**src/hw/rtl/bounded_stack_with_search_core_macros.svh**
```systemverilog
// assertion helpers for the stack core
`ifndef BOUNDED_STACK_WITH_SEARCH_CORE_MACROS_SVH
`define BOUNDED_STACK_WITH_SEARCH_CORE_MACROS_SVH

// same-cycle implication, checked outside reset
`define BSS_ASSERT_NOW(lbl, ante, cons, msg) \
  lbl: assert property (@(posedge clk) disable iff (rst) (ante) |-> (cons)) else $error(msg);

// next-cycle implication, checked outside reset
`define BSS_ASSERT_NEXT(lbl, ante, cons, msg) \
  lbl: assert property (@(posedge clk) disable iff (rst) (ante) |=> (cons)) else $error(msg);

`endif

```
**src/hw/rtl/bss_pkg.sv**
```systemverilog
// ----------------------------------------------------------------------------
// bss_pkg
// Shared types and codes of the bounded stack with membership search.
// ----------------------------------------------------------------------------
`default_nettype none

package bss_pkg;

  typedef logic signed [31:0] word_t;

  localparam logic [1:0] ACT_PUSH   = 2'd0;
  localparam logic [1:0] ACT_POP    = 2'd1;
  localparam logic [1:0] ACT_CLEAR  = 2'd2;
  localparam logic [1:0] ACT_SEARCH = 2'd3;

  localparam logic [1:0] ST_OK    = 2'd0;
  localparam logic [1:0] ST_FULL  = 2'd1;
  localparam logic [1:0] ST_EMPTY = 2'd2;

endpackage

`default_nettype wire

```
**src/hw/rtl/bss_mem.sv**
```systemverilog
// ----------------------------------------------------------------------------
// bss_mem
// Entry storage: one write port, one read port with registered read data.
// ----------------------------------------------------------------------------
`default_nettype none

module bss_mem #(
  parameter int DEPTH = 128,
  parameter int AW    = 7
) (
  input  wire                 clk,
  input  wire                 we,
  input  wire  [AW-1:0]       waddr,
  input  bss_pkg::word_t      wdata,
  input  wire                 re,
  input  wire  [AW-1:0]       raddr,
  output bss_pkg::word_t      rdata
);

  bss_pkg::word_t mem [DEPTH];

  always_ff @(posedge clk) begin
    if (we) begin
      mem[waddr] <= wdata;
    end
    if (re) begin
      rdata <= mem[raddr];
    end
  end

endmodule

`default_nettype wire

```
**config.mk**
```make
export PLATFORM = sky130hd
export DESIGN_NAME = bss_mem
export DESIGN_NICKNAME = d
export VERILOG_FILES = /design/src/hw/rtl/bounded_stack_with_search_core_macros.svh /design/src/hw/rtl/bss_pkg.sv /design/src/hw/rtl/bss_mem.sv
export SDC_FILE = /design/constraint.sdc
export NUM_CORES = 2
export LEC_CHECK = 0
export BUFFER_PORTS_ARGS = -buffer_cell sky130_fd_sc_hd__buf_2
export CAP_MARGIN = 10
export CORE_MARGIN = 4
export CORE_UTILIZATION = 40
export CTS_CLUSTER_DIAMETER = 200
export DETAILED_ROUTE_END_ITERATION = 16
export GPL_TIMING_DRIVEN = 1
export PLACE_DENSITY_LB_ADDON = 0.3
export SYNTH_ARGS = -nofsm -noshare
export SYNTH_HDL_FRONTEND = slang
export SYNTH_SLANG_ARGS = --single-unit
```
**constraint.sdc**
```tcl
create_clock -name clk -period 4.3 [get_ports clk]
set_clock_uncertainty 0.1 [all_clocks]
set_input_delay 0 -clock clk [delete_from_list [all_inputs] [get_ports clk]]
set_output_delay 0 -clock clk [all_outputs]
set_load 0.02 [all_outputs]
```
==> impl_metrics.csv <==
group,metric,value,unit
clocking,cts_inserted_buffers,403,
sta,rsz0062_at_grt,"no",
power,switching_share,21.5,%
sta,max_freq,313,MHz
yosys,synth_area_per_cell,26.1,µm²
grt,grt_pass1_wl,587000,µm
worst_setup_path,critPathLaunchType,"flip-flop",
clocking,cts_buffer_depth,4,
floorplanning,io_pins,81,
clocking,h-tree-depth,5,
yosys,ys_warn_count,0,
route,dr.pass1.iters,5,
sta,finalCriticalPeriod,3.20,ns
floorplanning,die_x,634,µm
final_layout,nFillCells,31300,
clocking,clk_pin_slew,0.06,ns
yosys,syn_nets,6039,
yosys,synthCells,5990,
clocking,insertion_delay,0.98,ns
route,routed_wl,426000,µm
worst_setup_path,cp_cell_sequence,"mux4_2 > mux4_2 > mux4_2 > mux2_2 > dlygate4sd3_1",
flow_run,drv_cap,0,
sta,worst_pin_slew,1.22,ns
worst_setup_path,crit_buf_inv,1,
status,status,"complete, no violations",
grt,grt_pass1_vias,72000,
worst_setup_path,critPathTopFamily,"multiplexers",
sta,fin_ws,1.10,ns
worst_setup_path,required,4.91,ns
clocking,cts_tree,"yes",
final_layout,final_layout_size_suffix_gt1_share,36.1,%
power,clkPwrFrac,41.4,%
floorplanning,start_util,40.2,%
grt,grt_usage,21.1,%
route,dr.first_iter.drc_count,9754,
placement,portBuffers,80,
clocking,clock_sinks,4128,
route,num_vias,71100,
worst_setup_path,crit_path_max_fanout,1,
worst_setup_path,path_common_cell,"mux4_2",
power,seq_power_share,53.2,%
yosys,synth.distinct_cells,16,
sta,slew_violations,0,
clocking,root_buffer,"clkbuf_16",
route,route.detailed.drc,0,
placement,dp.final_hpwl,241000,µm
worst_setup_path,critPathCaptureType,"flip-flop",
grt,antenna_found_initial,68,
power,p_leak,54.8,nW
yosys,ys_seq_area_share,79.2,%
final_layout,areaGrowthSynthToFinish,15.1,%
route,viasPerCell,5.86,
floorplanning,coreArea,389000,µm²
power,power_density,466,nW/µm²
route,routedWlPerCell,35.1,µm
floorplanning,die-height,634,µm
floorplanning,rows,229,
sta,setup_violations,0,
sta,relSlewSlack,18.5,%
worst_setup_path,cp_slowest_cell,"mux4_2",
worst_setup_path,max_stage_delay,0.63,ns
final_layout,finalNetCount,6598,
worst_setup_path,crit_type,"flip-flop to flip-flop",
placement,place_congestion,0.808,
yosys,synth_area,157000,µm²
power,p_comb_share,5.4,%
grt,grt_max_degree,98,
grt,grt-ovfl-total,0,
sta,fin_crit_sh,74.3,%
floorplanning,die_area,402000,µm²
power,internal-power,65.9,mW
yosys,synth-seq-cells,4128,
power,power.switching,18.1,mW
worst_setup_path,r2r_slack,1.10,ns
hold_path,hp-class,"primary input to flip-flop",
power,ir_drop,0.000422,V
final_layout,final_common_cell,"edfxtp_1",
sta,finalSetupTns,0,ns
placement,pre_cts_slack,0.669,ns
route,antenna_left,0,
final_layout,final_cell_mix,"edfxtp_1 (4,128), mux4_2 (1,344), clkbuf_16 (407), buf_4 (303), nor2_4 (119)",
clocking,cts_setup_buffers,0,
worst_setup_path,worstPathArrival,3.80,ns
sta,hold_viol,0,
cell usage after synthesis, drive strengths merged:
cell	instances	share of area, %
buf	134	0.40
nor3	9	0.029
or3	1	0.0040
nor2	122	0.29
edfxtp	4128	79
nand2	14	0.034
mux2	32	0.23
nor2b	7	0.028
mux4	1344	19
clkbuf	182	0.44
nand3	12	0.038
nand4	3	0.012
nand2b	2	0.0080
flip-flops by register name, indices dropped and copies added (netlist names):
signal	count
mem	4096
rdata	32
cell type report:
class	instances	area (µm²)	share of cell area (%)
flip-flops and latches	4128	124000	68.8
multi-input cells	1546	32300	17.9
clock buffers	484	10500	5.81
well taps	5197	6500	3.61
repair buffers	470	4460	2.47
clock inverters	255	2460	1.37
diodes	51	128	0.0708
metal layers:
metal  track usage (%)  wire length, µm  vias up
met5                 0               74        -
met4              7.61            15700       12
met3              4.87            43400      647
met2              33.8           206000     3700
met1              28.5           160000    39100
li1                  -                -    27600
cells by family after synthesis:
| logic type | Yosys count | synth area share, % |
|---|---|---|
| AND/OR/NAND/NOR | 170 | 0.445 |
| multiplexers | 1376 | 19.6 |
| buffers and inverters | 316 | 0.837 |
| flip-flops | 4128 | 79.2 |
per-stage QoR:
step	hold slack (ns)	utilization, %	power [mW]	cell area [µm²]	std cells
finish	0.00958	46.3	83.9	180000	12100
global route	0.0150	46.3	86.4	180000	12100
floorplan	-0.00113	-	47.6	157000	5990
global placement	0.296	42.8	49.9	167000	11300
CTS	0.0100	46.3	84.5	180000	12100
detailed placement	0.316	42.8	50.0	167000	11300
final timing paths:
path,from,endpoint,cells after the start
worst max-delay path,mem[77][7]$_DFFE_PP_,rdata[7]$_DFFE_PP_,5
worst min-delay path,wdata[11],mem[75][11]$_DFFE_PP_,2
worst max register to register,mem[77][7]$_DFFE_PP_,rdata[7]$_DFFE_PP_,5
worst min register to register,mem[22][22]$_DFFE_PP_,rdata[22]$_DFFE_PP_,4
power groups by stage:
stage	sequential (mW)	clock (mW)	combinational (mW)
2_1_floorplan	45.4	0	2.14
3_3_place_gp	45.5	0	4.44
3_5_place_dp	45.5	0	4.52
4_1_cts	44.6	35.3	4.58
5_1_grt	44.6	37.1	4.73
6_report	44.6	34.8	4.54
worst reg2reg max path, cell delays in order (launching register included):
cell,delay [ns]
edfxtp_1,0.38
mux4_2,0.50
mux4_2,0.63
mux4_2,0.53
mux2_2,0.27
dlygate4sd3_1,0.55
what timing repair did:
| item | CTS | global route |
|---|---|---|
| resized for setup | 0 | 0 |
| hold buffers | 52 | 0 |
| hold endpoints to repair | 3772 | 0 |
Power figures use the tool's default switching activity.
